--- src/design/rbfr_pkg.sv ---
`timescale 1ns / 1ps
// Shared types, constants and the CRC16 step function for the bus frame receiver.
// No dependencies; used by every module of the receiver except the input stage.
package rbfr_pkg;

	localparam logic [15:0] CRC_POLY      = 16'h1002;
	localparam logic [15:0] CRC_INIT      = 16'hFFFF;
	localparam logic [7:0]  START_BYTE    = 8'hFD;
	localparam logic [7:0]  ESCAPE_BYTE   = 8'hFC;
	localparam logic [7:0]  ESCAPE_MARK   = 8'h80;
	localparam logic [7:0]  ZERO_BYTE     = 8'h00;
	localparam logic [7:0]  SAT_POS       = 8'hFF;

	localparam logic [7:0]  CMD_QUERY     = 8'h53;
	localparam logic [7:0]  CMD_PROG_DONE = 8'h67;
	localparam logic [7:0]  CMD_BOOT      = 8'h70;
	localparam logic [7:0]  CMD_SET       = 8'h73;

	localparam logic [3:0]  HDR_CTRL_POS   = 4'd4;
	localparam logic [3:0]  HDR_SENDER_END = 4'd9;
	localparam int          CTRL_SENDER_BIT = 3;
	localparam int          HEAD_DEPTH     = 4;

	typedef enum logic [2:0] {
		KIND_QUERY     = 3'd0,
		KIND_PROG_DONE = 3'd1,
		KIND_BOOT      = 3'd2,
		KIND_SET       = 3'd3,
		KIND_OTHER     = 3'd4
	} kind_t;

	typedef enum logic [1:0] {
		SET_OFF  = 2'd0,
		SET_ON   = 2'd1,
		SET_NONE = 2'd2
	} set_value_t;

	typedef struct packed {
		logic        crc_ok;
		kind_t       kind;
		logic [7:0]  actor_number;
		logic        actor_valid;
		set_value_t  set_value;
		logic [1:0]  sequence_number;
		logic [7:0]  frame_control;
		logic [7:0]  payload_length;
	} result_t;

	// one byte, MSB first, data into bit 0, augmented form
	function automatic logic [15:0] crc_feed(input logic [15:0] crc_in, input logic [7:0] data);
		logic [15:0] c;
		logic        top;
		c = crc_in;
		for (int i = 7; i >= 0; i--) begin
			top = c[15];
			c = {c[14:0], data[i]};
			if (top) begin
				c = c ^ CRC_POLY;
			end
		end
		return c;
	endfunction

endpackage

--- src/design/rbfr_in_stage.sv ---
`timescale 1ns / 1ps
// Input register stage: captures one received byte per accepted word.
// Depends on nothing but the clock and reset.
module rbfr_in_stage (
	input  logic       clk,
	input  logic       arst_n,
	input  logic       in_valid,
	input  logic       in_stall,
	input  logic [7:0] rx_byte,
	input  logic       advance,
	output logic       valid_s1,
	output logic [7:0] byte_s1
);

	logic accept;
	assign accept = in_valid && !in_stall;

	always_ff @(posedge clk or negedge arst_n) begin
		if (!arst_n) begin
			valid_s1 <= 1'b0;
		end else if (accept) begin
			valid_s1 <= 1'b1;
		end else if (advance) begin
			valid_s1 <= 1'b0;
		end
	end

	always_ff @(posedge clk) begin
		if (accept) begin
			byte_s1 <= rx_byte;
		end
	end

endmodule

--- src/design/rbfr_frame_core.sv ---
`timescale 1ns / 1ps
// Frame parser: unescape, header collection, CRC16, payload capture and command decode.
// Depends on rbfr_pkg.
module rbfr_frame_core #(
	parameter int ACTOR_COUNT = 6
) (
	input  logic             clk,
	input  logic             arst_n,
	input  logic             step,
	input  logic [7:0]       byte_s1,
	input  logic [31:0]      device_address_q,
	output logic             fire,
	output rbfr_pkg::result_t result
);

	logic        esc_q, esc_d;
	logic [3:0]  hdr_q, hdr_d;
	logic        len_taken_q, len_taken_d;
	logic [31:0] target_q, target_d;
	logic [7:0]  ctrl_q, ctrl_d;
	logic        match_q, match_d;
	logic [7:0]  len_q, len_d;
	logic [7:0]  ppos_q, ppos_d;
	logic [15:0] crc_q, crc_d;
	logic [7:0]  head_q [rbfr_pkg::HEAD_DEPTH];
	logic [7:0]  head_n [rbfr_pkg::HEAD_DEPTH];
	logic        head_we;
	logic [15:0] crc_byte;
	logic [15:0] crc_fin;
	logic [7:0]  chx;

	function automatic logic actor_ok(input logic [7:0] a);
		return (a != 8'd0) && (a <= 8'(ACTOR_COUNT));
	endfunction

	assign chx      = esc_q ? (byte_s1 | rbfr_pkg::ESCAPE_MARK) : byte_s1;
	assign crc_byte = rbfr_pkg::crc_feed(crc_q, chx);
	assign crc_fin  = rbfr_pkg::crc_feed(rbfr_pkg::crc_feed(crc_byte, rbfr_pkg::ZERO_BYTE),
		rbfr_pkg::ZERO_BYTE);

	always_comb begin
		esc_d       = esc_q;
		hdr_d       = hdr_q;
		len_taken_d = len_taken_q;
		target_d    = target_q;
		ctrl_d      = ctrl_q;
		match_d     = match_q;
		len_d       = len_q;
		ppos_d      = ppos_q;
		crc_d       = crc_q;
		head_we     = 1'b0;
		fire        = 1'b0;
		if (step) begin
			if (byte_s1 == rbfr_pkg::ESCAPE_BYTE && !esc_q) begin
				esc_d = 1'b1;
			end else if (byte_s1 == rbfr_pkg::START_BYTE) begin
				esc_d       = 1'b0;
				hdr_d       = 4'd0;
				len_taken_d = 1'b0;
				ppos_d      = 8'd0;
				crc_d       = rbfr_pkg::crc_feed(rbfr_pkg::CRC_INIT, rbfr_pkg::START_BYTE);
			end else begin
				esc_d = 1'b0;
				if (!len_taken_q && hdr_q < rbfr_pkg::HDR_CTRL_POS) begin
					case (hdr_q[1:0])
						2'd0: target_d[31:24] = chx;
						2'd1: target_d[23:16] = chx;
						2'd2: target_d[15:8]  = chx;
						default: target_d[7:0] = chx;
					endcase
					hdr_d = hdr_q + 4'd1;
					crc_d = crc_byte;
				end else if (!len_taken_q && hdr_q == rbfr_pkg::HDR_CTRL_POS) begin
					ctrl_d  = chx;
					hdr_d   = rbfr_pkg::HDR_CTRL_POS + 4'd1;
					crc_d   = crc_byte;
					match_d = (target_q == device_address_q);
				end else if (!len_taken_q && ctrl_q[rbfr_pkg::CTRL_SENDER_BIT]
						&& hdr_q < rbfr_pkg::HDR_SENDER_END) begin
					hdr_d = hdr_q + 4'd1;
					crc_d = crc_byte;
				end else if (!len_taken_q) begin
					len_taken_d = 1'b1;
					len_d       = chx;
					crc_d       = crc_byte;
				end else if (match_q) begin
					head_we = (ppos_q < 8'(rbfr_pkg::HEAD_DEPTH));
					if (({1'b0, ppos_q} + 9'd1) == {1'b0, len_q}) begin
						fire        = 1'b1;
						crc_d       = crc_fin;
						ppos_d      = 8'd0;
						hdr_d       = 4'd0;
						len_taken_d = 1'b0;
					end else begin
						crc_d = crc_byte;
						if (ppos_q != rbfr_pkg::SAT_POS) begin
							ppos_d = ppos_q + 8'd1;
						end
					end
				end
			end
		end
	end

	always_comb begin
		for (int i = 0; i < rbfr_pkg::HEAD_DEPTH; i++) begin
			head_n[i] = head_q[i];
		end
		if (head_we) begin
			head_n[ppos_q[1:0]] = chx;
		end
	end

	always_comb begin
		result.crc_ok          = (crc_fin == 16'd0);
		result.kind            = rbfr_pkg::KIND_OTHER;
		result.actor_number    = 8'd0;
		result.actor_valid     = 1'b0;
		result.set_value       = rbfr_pkg::SET_NONE;
		result.sequence_number = ctrl_q[2:1];
		result.frame_control   = ctrl_q;
		result.payload_length  = len_q;
		if (result.crc_ok) begin
			unique case (head_n[0])
				rbfr_pkg::CMD_QUERY: begin
					result.kind         = rbfr_pkg::KIND_QUERY;
					result.actor_number = head_n[1];
					result.actor_valid  = actor_ok(head_n[1]);
				end
				rbfr_pkg::CMD_PROG_DONE: begin
					result.kind = rbfr_pkg::KIND_PROG_DONE;
				end
				rbfr_pkg::CMD_BOOT: begin
					result.kind = rbfr_pkg::KIND_BOOT;
				end
				rbfr_pkg::CMD_SET: begin
					result.kind         = rbfr_pkg::KIND_SET;
					result.actor_number = head_n[2];
					result.actor_valid  = actor_ok(head_n[2]);
					if (head_n[3] == 8'd0) begin
						result.set_value = rbfr_pkg::SET_OFF;
					end else if (head_n[3] == 8'd1) begin
						result.set_value = rbfr_pkg::SET_ON;
					end
				end
				default: begin
					result.kind = rbfr_pkg::KIND_OTHER;
				end
			endcase
		end
	end

	always_ff @(posedge clk or negedge arst_n) begin
		if (!arst_n) begin
			esc_q       <= 1'b0;
			hdr_q       <= 4'd0;
			len_taken_q <= 1'b0;
			target_q    <= 32'd0;
			ctrl_q      <= 8'd0;
			match_q     <= 1'b0;
			len_q       <= 8'd0;
			ppos_q      <= 8'd0;
			crc_q       <= rbfr_pkg::CRC_INIT;
		end else begin
			esc_q       <= esc_d;
			hdr_q       <= hdr_d;
			len_taken_q <= len_taken_d;
			target_q    <= target_d;
			ctrl_q      <= ctrl_d;
			match_q     <= match_d;
			len_q       <= len_d;
			ppos_q      <= ppos_d;
			crc_q       <= crc_d;
		end
	end

	// payload head: no reset; entries not written in the current frame keep older values
	always_ff @(posedge clk) begin
		if (head_we) begin
			head_q[ppos_q[1:0]] <= chx;
		end
	end

`ifndef NO_ASSERTIONS
	a_fire_needs_match: assert property (@(posedge clk) disable iff (!arst_n)
		fire |-> (len_taken_q && match_q && step))
		else $error("frame completed without length or address match");

	a_hdr_range: assert property (@(posedge clk) disable iff (!arst_n)
		hdr_q <= rbfr_pkg::HDR_SENDER_END)
		else $error("header position out of range");

	a_fire_clears: assert property (@(posedge clk) disable iff (!arst_n)
		fire |=> (hdr_q == 4'd0 && !len_taken_q && ppos_q == 8'd0))
		else $error("frame positions not cleared after completion");

	a_bad_crc_result: assert property (@(posedge clk) disable iff (!arst_n)
		(fire && !result.crc_ok) |->
		(result.kind == rbfr_pkg::KIND_OTHER && !result.actor_valid
		&& result.set_value == rbfr_pkg::SET_NONE))
		else $error("bad CRC frame decoded as a command");
`endif

endmodule

--- src/design/rbfr_out_reg.sv ---
`timescale 1ns / 1ps
// Result register: holds one decoded frame result until the consumer takes it.
// Depends on rbfr_pkg.
module rbfr_out_reg (
	input  logic              clk,
	input  logic              arst_n,
	input  logic              load,
	input  rbfr_pkg::result_t result_in,
	input  logic              out_stall,
	output logic              out_valid,
	output rbfr_pkg::result_t result_q
);

	always_ff @(posedge clk or negedge arst_n) begin
		if (!arst_n) begin
			out_valid <= 1'b0;
		end else if (load) begin
			out_valid <= 1'b1;
		end else if (!out_stall) begin
			out_valid <= 1'b0;
		end
	end

	always_ff @(posedge clk) begin
		if (load) begin
			result_q <= result_in;
		end
	end

endmodule

--- src/design/rs485_bus_frame_receiver.sv ---
`timescale 1ns / 1ps
// Top level of the bus frame receiver: input stage, frame parser, result register.
// Depends on rbfr_pkg, rbfr_in_stage, rbfr_frame_core and rbfr_out_reg.
//
// Takes one raw bus byte per clock on the rx_byte channel and emits one result word per
// completed frame (CRC status and decoded command). An accepted byte is registered, then
// parsed when it leaves the input register; a frame result is loaded into the result
// register when its last payload byte is parsed. Sustained rate is one byte per cycle
// while in_stall is low; the parser step (unescape, header tracking, command decode and a
// 24-bit unrolled CRC16 update) is the only logic between the input register and the
// result register. in_stall rises only while a result is held by out_stall and another
// byte waits in the input register. device_address is written through the cfg channel,
// which is always ready, and must only change while the receiver is idle.
module rs485_bus_frame_receiver #(
	parameter int ACTOR_COUNT = 6
) (
	input  logic        clk,
	input  logic        arst_n,
	input  logic        in_valid,
	output logic        in_stall,
	input  logic [7:0]  rx_byte,
	input  logic        cfg_valid,
	output logic        cfg_ready,
	input  logic [31:0] device_address,
	output logic        out_valid,
	input  logic        out_stall,
	output logic        crc_ok,
	output logic [2:0]  command_kind,
	output logic [7:0]  actor_number,
	output logic        actor_valid,
	output logic [1:0]  set_value,
	output logic [1:0]  sequence_number,
	output logic [7:0]  frame_control,
	output logic [7:0]  payload_length
);

	logic              valid_s1;
	logic [7:0]        byte_s1;
	logic              advance;
	logic              fire;
	logic [31:0]       device_address_q;
	rbfr_pkg::result_t result;
	rbfr_pkg::result_t result_q;

	assign cfg_ready = 1'b1;
	assign advance   = valid_s1 && (!out_valid || !out_stall);
	assign in_stall  = valid_s1 && !advance;

	always_ff @(posedge clk or negedge arst_n) begin
		if (!arst_n) begin
			device_address_q <= 32'd0;
		end else if (cfg_valid && cfg_ready) begin
			device_address_q <= device_address;
		end
	end

	rbfr_in_stage u_in_stage (
		.clk      (clk),
		.arst_n   (arst_n),
		.in_valid (in_valid),
		.in_stall (in_stall),
		.rx_byte  (rx_byte),
		.advance  (advance),
		.valid_s1 (valid_s1),
		.byte_s1  (byte_s1)
	);

	rbfr_frame_core #(
		.ACTOR_COUNT (ACTOR_COUNT)
	) u_frame_core (
		.clk              (clk),
		.arst_n           (arst_n),
		.step             (advance),
		.byte_s1          (byte_s1),
		.device_address_q (device_address_q),
		.fire             (fire),
		.result           (result)
	);

	rbfr_out_reg u_out_reg (
		.clk       (clk),
		.arst_n    (arst_n),
		.load      (fire),
		.result_in (result),
		.out_stall (out_stall),
		.out_valid (out_valid),
		.result_q  (result_q)
	);

	assign crc_ok          = result_q.crc_ok;
	assign command_kind    = result_q.kind;
	assign actor_number    = result_q.actor_number;
	assign actor_valid     = result_q.actor_valid;
	assign set_value       = result_q.set_value;
	assign sequence_number = result_q.sequence_number;
	assign frame_control   = result_q.frame_control;
	assign payload_length  = result_q.payload_length;

`ifndef NO_ASSERTIONS
	a_stall_cause: assert property (@(posedge clk) disable iff (!arst_n)
		in_stall |-> (out_valid && out_stall && valid_s1))
		else $error("input stalled without output backpressure");

	a_no_overwrite: assert property (@(posedge clk) disable iff (!arst_n)
		fire |-> (!out_valid || !out_stall))
		else $error("result register overwritten while held");
`endif

endmodule

--- config.mk ---
export PLATFORM = sky130hd
export DESIGN_NAME = rs485_bus_frame_receiver
export DESIGN_NICKNAME = d
export VERILOG_FILES = /design/src/design/rbfr_pkg.sv /design/src/design/rbfr_in_stage.sv /design/src/design/rbfr_frame_core.sv /design/src/design/rbfr_out_reg.sv /design/src/design/rs485_bus_frame_receiver.sv
export SDC_FILE = /design/constraint.sdc
export NUM_CORES = 1
export LEC_CHECK = 0
export BUFFER_PORTS_ARGS = -buffer_cell sky130_fd_sc_hd__buf_2
export CORE_MARGIN = 4
export CORE_UTILIZATION = 34
export DETAILED_ROUTE_END_ITERATION = 6
export PLACE_DENSITY_LB_ADDON = 0.12
export SLEW_MARGIN = 40
export SYNTH_ARGS = -nofsm -noshare
export SYNTH_HDL_FRONTEND = slang
export SYNTH_SLANG_ARGS = --single-unit
--- constraint.sdc ---
create_clock -name clk -period 8.2 [get_ports clk]
set_input_delay 0 -clock clk [delete_from_list [all_inputs] [get_ports clk]]
set_output_delay 0 -clock clk [all_outputs]
set_load 0.03 [all_outputs]
Yosys cells after proc, flatten, opt, wreduce, memory -nomap -nowiden --
Memories as Yosys holds them, arrays and structs flattened. Cells that the tools add are included.
Operators by class: magnitude comparators 7, equality and inequality tests 18, bitwise operators 34, reductions and logical operators 43, mux-type cells 86, add/subtract/negate cells 3
Operators with widths (count):
- $mux W13 | 24
- $mux W16 | 7
- $mux W8 | 10
- $not A2 Y2 | 24
- $reduce_and A5 Y1 | 7
- $bwmux W32 | 1
- $eq A32 B32 Y1 | 1
- $eq A8 B7 Y1 const B | 4
- $mux W32 | 1
- $mux W1 | 31
- $mux W4 | 7
- $pmux W9 S2 | 1
- $demux W8 S2 | 1
- $eq A8 B8 Y1 const B | 2
- $le A8 B3 Y1 const B | 2
- $logic_not A16 Y1 | 1
- $reduce_bool A8 Y1 | 2
- $reduce_bool A5 Y1 | 3
- $pmux W3 S4 | 1
- $logic_and A1 B1 Y1 | 11
- $add A8 B1 Y9 const B | 1
- $eq A9 B8 Y1 | 1
- $not A1 Y1 | 9
- $add A8 B1 Y8 const B | 1
- other kinds (26) | 38
Word-level totals: output and inout port bits 36, word-level logic and storage cells 217, register bits after elaboration 154, memories 1, input bits 45, RAM bits 32
Memories:
- u_frame_core.head_q | words 4, bits a word 8, rd ports 4, clocked after Yosys merged registers in 0, write ports 1, line rbfr_frame_core.sv:25 | logic [7:0] head_q [rbfr_pkg::HEAD_DEPTH];

Longest topological paths before layout --
depth in word-level cells 55, depth in mapped cells 9, mapped depth without buffers 8

Cells and area by module --
Synthesis repeated with hierarchy kept, for this count alone.
Unflattened totals: cells, all modules 699, area, all modules 9024.9 um2
Modules (own cells, without submodules):
- rbfr_frame_core | sequential area each 2957.8 um2, times used 1, cells each 580, area an instance 6341.1 um2
- rs485_bus_frame_receiver | sequential area each 800.8 um2, times used 1, cells each 72, area an instance 1370.1 um2
- rbfr_out_reg | sequential area each 1016.0 um2, times used 1, cells each 35, area an instance 1023.5 um2
- rbfr_in_stage | sequential area each 265.3 um2, times used 1, cells each 12, area an instance 290.3 um2

Worst setup path before layout --
Ideal clock, no wire load.
path kind register -> register, start register u_frame_core.ppos_q[0], end register u_out_reg.result_q[0] (netlist name), required time 7809 ps, library setup time 391 ps, path buffers 0, cell stages (with the launch flop) 8, setup slack 5146 ps, period minus slack after synthesis 3054 ps, arrival time 2663 ps, cells stage by stage dfrtp_1 > inv_1 > ha_1 > xor2_1 > a2111oi_4 > nand3_2 > nor3_1 > and2_1
On the way: word-level cells in the longest chain between the ends 11
Ends and longest elaborated chain:
- start: declaration | line rbfr_frame_core.sv:23 | logic [7:0] ppos_q, ppos_d;
- start signal: assignment | line rbfr_frame_core.sv:172 | ppos_q <= ppos_d;
- $add A8 B1 Y9 | line rbfr_frame_core.sv:88 | if (({1'b0, ppos_q} + 9'd1) == {1'b0, len_q}) begin
- $eq A9 B8 Y1 | line rbfr_frame_core.sv:88
- $mux W1 | line rbfr_frame_core.sv:88
- $mux W1 | line rbfr_frame_core.sv:86 | end else if (match_q) begin
- $mux W1 | line rbfr_frame_core.sv:82 | end else if (!len_taken_q) begin
- $mux W1 | line rbfr_frame_core.sv:78 | end else if (!len_taken_q && ctrl_q[rbfr_pkg::CTRL_SENDER_BIT]
- $mux W1 | line rbfr_frame_core.sv:73 | end else if (!len_taken_q && hdr_q == rbfr_pkg::HDR_CTRL_POS) begin
- $mux W1 | line rbfr_frame_core.sv:64 | if (!len_taken_q && hdr_q < rbfr_pkg::HDR_CTRL_POS) begin
- $mux W1 | line rbfr_frame_core.sv:56 | end else if (byte_s1 == rbfr_pkg::START_BYTE) begin
- $mux W1 | line rbfr_frame_core.sv:54 | if (byte_s1 == rbfr_pkg::ESCAPE_BYTE && !esc_q) begin
- $mux W1 | line rbfr_frame_core.sv:53 | if (step) begin
- via fire | line rs485_bus_frame_receiver.sv:40 | logic fire;
The timed path passes the listed nets, and every way through them passes these cells. A chain may end at the register's enable or synchronous reset.

Final worst setup path --
start register u_frame_core.ppos_q[0], end register u_out_reg.result_q[29] (netlist name)
On the way: word-level cells in the longest chain between the ends 11
Ends and longest elaborated chain (line):
- $add A8 B1 Y9 | rbfr_frame_core.sv:88
- $eq A9 B8 Y1 | rbfr_frame_core.sv:88
- $mux W1 | rbfr_frame_core.sv:88
- $mux W1 | rbfr_frame_core.sv:86
- $mux W1 | rbfr_frame_core.sv:82
- $mux W1 | rbfr_frame_core.sv:78
- $mux W1 | rbfr_frame_core.sv:73
- $mux W1 | rbfr_frame_core.sv:64
- $mux W1 | rbfr_frame_core.sv:56
- $mux W1 | rbfr_frame_core.sv:54
- $mux W1 | rbfr_frame_core.sv:53
- via fire | rs485_bus_frame_receiver.sv:40
The timed path passes the listed nets, and every way through them passes these cells.

==> run summary <==
Grt peak-use layer: met2
Met1 GRT Util: 21.54%
CTS tree: built
Grt total ovfl: 0
Global-route wire length before repair: 35480 um
Total CTS buffers: 17
CTS HTree Levels: 4
Routed len/inst: 18.69 um
Worst Skew: 7.299 ps
Register area share after synthesis: 54.84%
Post-CTS Setup Inserts: 0
Synth cell types: 69
Crit path max fanout: 26
Met2 GRT Util: 25.15%
Avg Cell Area, Syn: 12.34 um^2
Most common cell after layout, fill and taps aside: dfrtp_1
Clock Path Buffers: 2
P_leak: 4.435 nW
Max VDD drop: 0.1395 mV
Post-CTS sizing: 0
Pwr Density: 246.2 nW/um^2
Routed WL: 22240 um
Core Util, Final: 41.19%
Root Driver: clkbuf_16
Outcome: completed
Largest family of logic cells by synthesized area: simple AND/OR/NAND/NOR gates
CP Launch Type: flop
DP Area: 9758 um^2
Worst-path clk slew: 70 ps
DIE WIDTH: 171.4 um
Mapped Area: 9080 um^2
I/O Buffers: 79
Initial Utilization: 34.75%
Post-synth EDFFs: 71
Largest net degree at the start of global routing: 85
CP Capture Type: flop
Finished Layout Cells: 1190
Final setup violation count: 0
Synth Flop Type: dfrtp_1
Vias after detailed routing: 6120
CP Class: reg2reg
Async S/R FF share, synth: 61.41%
Met3 Track Usage GR: 3.310%
ANT cells: 0
Die ar.: 29380 um^2
Reg2reg start: u_frame_core.ppos_q[0]
Core ar.: 26130 um^2
Nets: 896
Max Clk Rate: 257.6 MHz
DP HPWL: 15220 um
Cells after Synth: 736
Placed Cells: 1114
Total Routing Usage GR: 15.58%
Layout overhead on the synthesized area: 18.53%
Post-synthesis register bit count: 184
Mapped Nets: 790
Post-Layout Inst Area: 10760 um^2
CP Data Required Time: 8300 ps
Hold WS: 30.80 ps
R2R depth: 8
Crit share post-route: 47.35%
Yosys warnings: 0
Arrival time worst endpoint: 3990 ps
Multiplexer share of the synthesized area: 11.75%
Post-Synth XOR/XNOR Area: 8.833%
DR vias/cell: 5.143
Max-Cap Viols: 0
Drt pass-1 iters: 4
Tot Pwr: 2.650 mW
Antenna violations before repair: 0
Commonest cells after routing, fill and taps aside: dfrtp_1, buf_2, mux2_2
CTS Sinks: 184
RSZ-0062 raised after global routing: no
Number of global-route vias before repair: 6321
Fin Setup TNS: 0 ps
Gp weighted congestion: 0.8347
DRC viols: 0
Minimum clock period: 3882 ps
Relative slew slack: 46.90%
Critical path origin: u_frame_core.ppos_q[0]
# IOs: 81
Final Max Slew Viols: 0
Final ANT Viol Nets: 0
Layout cells sized above 1: 27.60%
Adder-Cell Fraction of Synth Area: 1.240%
Setup WS pre-CTS: 4337 ps
Simple-gate share of the synthesized area: 11.93%
Complex-gate fraction of the synthesized area: 8.006%
Worst-Skew Late Latency: 430 ps
Worst min path class: in2async
Row cnt: 59
Final Hold Vio Count: 0
Die Span Y: 171.4 um
Worst setup margin: 4318 ps
Starting DRC count in detailed routing: 338
Worst-Margin Slew: 789.4 ps
## metal layers
| metal | wire length, um | up-vias |
|---|---|---|
| met5 | 0 | - |
| met3 | 796 | 20 |
| met1 | 10610 | 3066 |
| met2 | 10500 | 129 |
| met4 | 329 | 0 |
| li1 | - | 2905 |
## repair_timing
item | 4_1_cts | 5_1_grt
setup endpoints to repair | 0 | 0
hold buffers | 44 | 0
endpoints found under the hold margin | 71 | 0
## worst max-delay path: stages, from the launching register on
cell	delay, ps
dfrtp_1	480
inv_1	140
ha_1	340
xor2_1	200
a2111oi_4	410
nand3_2	490
nor3_1	540
and2_1	560
buf_4	400
## synthesized netlist by cell type, drive strengths merged, types with 9 or more instances
| master | instances | area share (%) |
|---|---|---|
| xnor2 | 37 | 3.6 |
| dfrtp | 97 | 27 |
| inv | 18 | 0.74 |
| mux2i | 20 | 2.2 |
| ha | 9 | 1.2 |
| edfxtp | 71 | 23 |
| nand2 | 45 | 1.9 |
| buf | 16 | 1.2 |
| nor4 | 27 | 2.0 |
| xor2 | 44 | 4.2 |
| mux2 | 77 | 9.5 |
| nand3 | 23 | 1.3 |
| nor2 | 40 | 1.9 |
| nand4 | 10 | 0.69 |
| dfstp | 16 | 4.6 |
| clkbuf | 31 | 1.4 |
| o211ai | 10 | 0.83 |
| o21ai | 21 | 1.2 |
## report_power, final
| group | total (mW) | switching (mW) | internal [mW] |
|---|---|---|---|
| logic | 0.720 | 0.375 | 0.345 |
| registers | 1.14 | 0.0859 | 1.06 |
| clock network | 0.788 | 0.356 | 0.431 |
## state kept, by name, indices dropped and copies added, names as in the netlist
| register | flops |
|---|---|
| u_frame_core.ppos_q | 8 |
| u_in_stage.valid_s1 | 1 |
| u_out_reg.out_valid | 1 |
| u_frame_core.len_q | 8 |
| u_frame_core.hdr_q | 4 |
| u_in_stage.byte_s1 | 8 |
| device_address_q | 32 |
| u_out_reg.result_q | 31 |
| u_frame_core.crc_q | 16 |
| u_frame_core.match_q | 1 |
| u_frame_core.esc_q | 1 |
| u_frame_core.head_q | 32 |
| u_frame_core.target_q | 32 |
| u_frame_core.ctrl_q | 8 |
| u_frame_core.len_taken_q | 1 |
## cells by family (layout without fill, tap and decap cells)
logic type,after synthesis,count (layout)
muxes,97,97
AOI/OAI and AO/OA,96,96
other,1,1
buffers and inverters,65,184
and+or+nand+nor,199,199
DFF,184,184
xor gates and xnor gates,85,85
adders and majority gates,9,9
## final timing paths
| kind | end | slack, ps |
|---|---|---|
| worst max-delay path | u_out_reg.result_q[29] | 4320 |
| worst min-delay path | device_address_q[24] | 30 |
| worst max register to register | u_out_reg.result_q[29] | 4320 |
| worst min register to register | u_out_reg.result_q[15] | 440 |
| max in group asynchronous | u_frame_core.ctrl_q[7] | 7100 |
| min in group clk | device_address_q[21] | 260 |
## final cells by class
| cell class | instances | area (um^2) |
|---|---|---|
| Timing Repair Buffer | 134 | 932.1 |
| Clock inverter | 12 | 115.1 |
| Fill cell | 2464 | 15370 |
| Sequential cell | 184 | 4980 |
| Clock buffer | 20 | 446.7 |
| Inverter | 18 | 67.56 |
| Multi-Input combinational cell | 487 | 3802 |
| Tap cell | 335 | 419.2 |
No activity file was read; power rests on OpenSTA's default activity.
